<file path="config.mk">
export PLATFORM = sky130hd
export DESIGN_NAME = mtms_ram
export DESIGN_NICKNAME = d
export VERILOG_FILES = /design/src/rtl/mtms_ram.sv
export SDC_FILE = /design/constraint.sdc
export NUM_CORES = 1
export LEC_CHECK = 0
export ABC_AREA = 1
export BUFFER_PORTS_ARGS = -buffer_cell sky130_fd_sc_hd__buf_2
export CORE_MARGIN = 2
export CORE_UTILIZATION = 40
export DETAILED_ROUTE_END_ITERATION = 8
export GPL_ROUTABILITY_DRIVEN = 0
export PLACE_DENSITY = 0.55
export SLEW_MARGIN = 20
export SYNTH_ARGS = -nofsm -noshare
export SYNTH_HDL_FRONTEND = slang
export SYNTH_SLANG_ARGS = --single-unit
</file>
<file path="constraint.sdc">
create_clock -name clock -period 2.7 [get_ports clock]
set_input_delay 0.27 -clock clock [delete_from_list [all_inputs] [get_ports clock]]
set_output_delay 0.27 -clock clock [all_outputs]
set_load 0.02 [all_outputs]
</file>
<file path="src/rtl/mtms_ram.sv">
// ============================================================================
// mtms_ram
// Simple dual-port synchronous RAM, one write and one registered read port.
// ============================================================================
module mtms_ram #(
   parameter int WIDTH  = 32,
   parameter int DEPTH  = 16,
   parameter int ADDR_W = (DEPTH > 1) ? $clog2(DEPTH) : 1
) (
   input  logic              clock,
   input  logic              wr_en,
   input  logic [ADDR_W-1:0] wr_addr,
   input  logic [WIDTH-1:0]  wr_data,
   input  logic              rd_en,
   input  logic [ADDR_W-1:0] rd_addr,
   output logic [WIDTH-1:0]  rd_data
);

   logic [WIDTH-1:0] mem [DEPTH];
   logic [WIDTH-1:0] rd_data_ff;

   always_ff @(posedge clock) begin
      if (wr_en) begin
         mem[wr_addr] <= wr_data;
      end
   end

   always_ff @(posedge clock) begin
      if (rd_en) begin
         rd_data_ff <= mem[rd_addr];
      end
   end

   assign rd_data = rd_data_ff;

endmodule

</file>
==> out/qor.txt <==
Final core occ: 46.0%
CP peak stage delay: 470 ps
Final WL: 54800 um
Flop and latch count out of synthesis: 544
CTS tree: built
Delay-heaviest family, CP: flip-flops
Final worst slack: 1140 ps
Cell taking the most area after synthesis: edfxtp_1
Post-route clock period utilization: 57.9%
Max Slew Vio Count: 0
Die W: 244 um
Filler cells: 5098
Final cell count without fillers: 2994
Drt first pass iters: 5
Synth Area per Inst: 10.9 sq um
Ranking of synthesized cells by area: edfxtp_1 (71%), nand2_1 (11%), nand3_1 (8.4%)
1st-iter DRT viols: 1099
Total GRT Usage: 18.5%
Required time of the critical path: 2430 ps
Worst setup SP type: flip-flop
Post-CTS sizing: 0
Crit-path cells: buf_2
Port Buffers: 74
Wire per inst: 18.3 um
Crit path kind: flip-flop to output port
Outcome: complete, no violations
Total core area: 56700 sq um
Pwr Density: 697 nW/um^2
CP arrival: 1290 ps
Ant diodes: 0
Htree depth: 2
Final setup TNS: 0 ps
Post-CTS Setup Bufs: 0
Chip height: 244 um
Syn_nets: 2163
Synth-to-layout area growth: 13.1%
Post-Syn Area: 23100 sq um
Min Hold Slack: 34.9 ps
# nets final: 2235
Clk buf depth: 3
Placement Setup Slack: 593 ps
Detailed Place HPWL: 28600 um
Post-synth cell types: 14
CP Capture Type: output port
Total grt overflow: 0
Top Ports: 75
Max frequency: 0.639 GHz
Crit path buf inv count: 1
Cells after synthesis: 2120
Largest net degree at the start of global routing: 87
Hold Buf Count CTS: 0
Die Area: 59600 sq um
Root Buffer: clkbuf_16
CTS sink cnt: 544
Total number of vias: 14.6k
Via density: 4.88
Clock latency on the worst-skew pair: 610 ps
Cell Area, Placed: 24300 sq um
Setup violations, final: 0
Starting density of the core: 40.6%
Drt drc: 0
Vias in the first global route: 13.8k
Min cycle time layout: 1560 ps
Worst-path clk slew: 60 ps
CP max FO: 1
Num rows: 87
Slew headroom: 37.1%
First-pass GRT wire length: 83900 um
Tightest Pin Transition: 944 ps
Worst hold path class: input pin to flip-flop
Maximum VDD drop: 0.443 mV
RSZ-0062 raised after global routing: no
Max_cap viols: 0
Sequential area share after synthesis: 70.9%
Placed cell count: 2890
Layout cell share with drive strength beyond 1: 9.61%
Share of the synthesized area in the top cell type: 70.9%
Static Leak: 10.9 nW
Critical path's slowest cell: edfxtp_1
Clock buffer count from CTS: 56
Tot Pwr: 18.2 mW
Antenna Violating Nets Remaining: 0
Finished Cell Area: 26100 sq um
Yosys warns: 0
Initial antenna violation count: 0
Skew final: 22.1 ps
Count of final hold-check violations: 0
==> final timing paths <==
kind	depth (start not counted)	from	slack (ps)	end
max	1	rd_data[11]	1140	rd_data[11]
min reg2reg	6	mem[2][23]	740	rd_data[23]
min	1	wr_data[6]	30	mem[15][6]
max reg2reg	6	mem[15][26]	1510	rd_data[26]
==> cell usage after synthesis <==
cell type	number
inv_4	1
nor2_1	17
inv_1	388
buf_1	14
buf_6	29
inv_2	1
buf_12	1
buf_2	41
buf_4	6
nand3_1	385
nand2_1	677
clkbuf_1	14
edfxtp_1	544
nand3b_1	2
==> kinds of logic (layout without fill, tap and decap cells) <==
family	after synthesis	after routing	share of synthesized area, %
flip-flops	544	544	70.9
buffers and inverters	495	613	9.41
AND/OR/NAND/NOR	1081	1081	19.7
==> flip-flops by register name, summed over array words and instances, names as in the netlist <==
register and count:
rd_data 32, mem 512
==> layer usage <==
layer | vias to the layer above | wire length [um] | track usage [%]
met5 | - | 0 | 0
met4 | 0 | 877 | 4.14
met3 | 75 | 2880 | 2.95
met2 | 353 | 26100 | 30.4
met1 | 7154 | 25000 | 25.8
li1 | 7021 | - | -
==> placed cells by master (no fill, tap or decap) <==
| cell type | count |
|---|---|
| nor2_1 | 1 |
| clkinvlp_4 | 3 |
| nand2_1 | 677 |
| clkinv_1 | 19 |
| nand3_1 | 385 |
| inv_4 | 1 |
| inv_2 | 2 |
| nand3b_1 | 2 |
| clkbuf_1 | 9 |
| bufinv_16 | 5 |
| inv_1 | 386 |
| buf_12 | 14 |
| nor2_4 | 16 |
| clkbuf_16 | 57 |
| clkinv_2 | 9 |
| edfxtp_1 | 544 |
| clkbuf_8 | 1 |
| inv_6 | 3 |
| buf_4 | 32 |
| buf_2 | 72 |
==> layout make-up <==
class / instances / area (sq um) / share of cell area [%]
tap: 756 / 946 / 3.63
clock inverter: 38 / 307 / 1.18
multi-input combinational: 1081 / 4670 / 17.9
timing repair buffer: 119 / 895 / 3.43
inverter: 390 / 1470 / 5.64
clock buffer: 66 / 1460 / 5.60
sequential: 544 / 16300 / 62.6
==> power by group <==
part | internal (mW) | switching [mW] | leakage (nW) | total [mW]
registers | 9.51 | 0.0523 | 4.94 | 9.57
clock network | 4.32 | 3.17 | 0.858 | 7.49
logic | 0.309 | 0.819 | 5.15 | 1.13
Power figures use the tool's default switching activity.
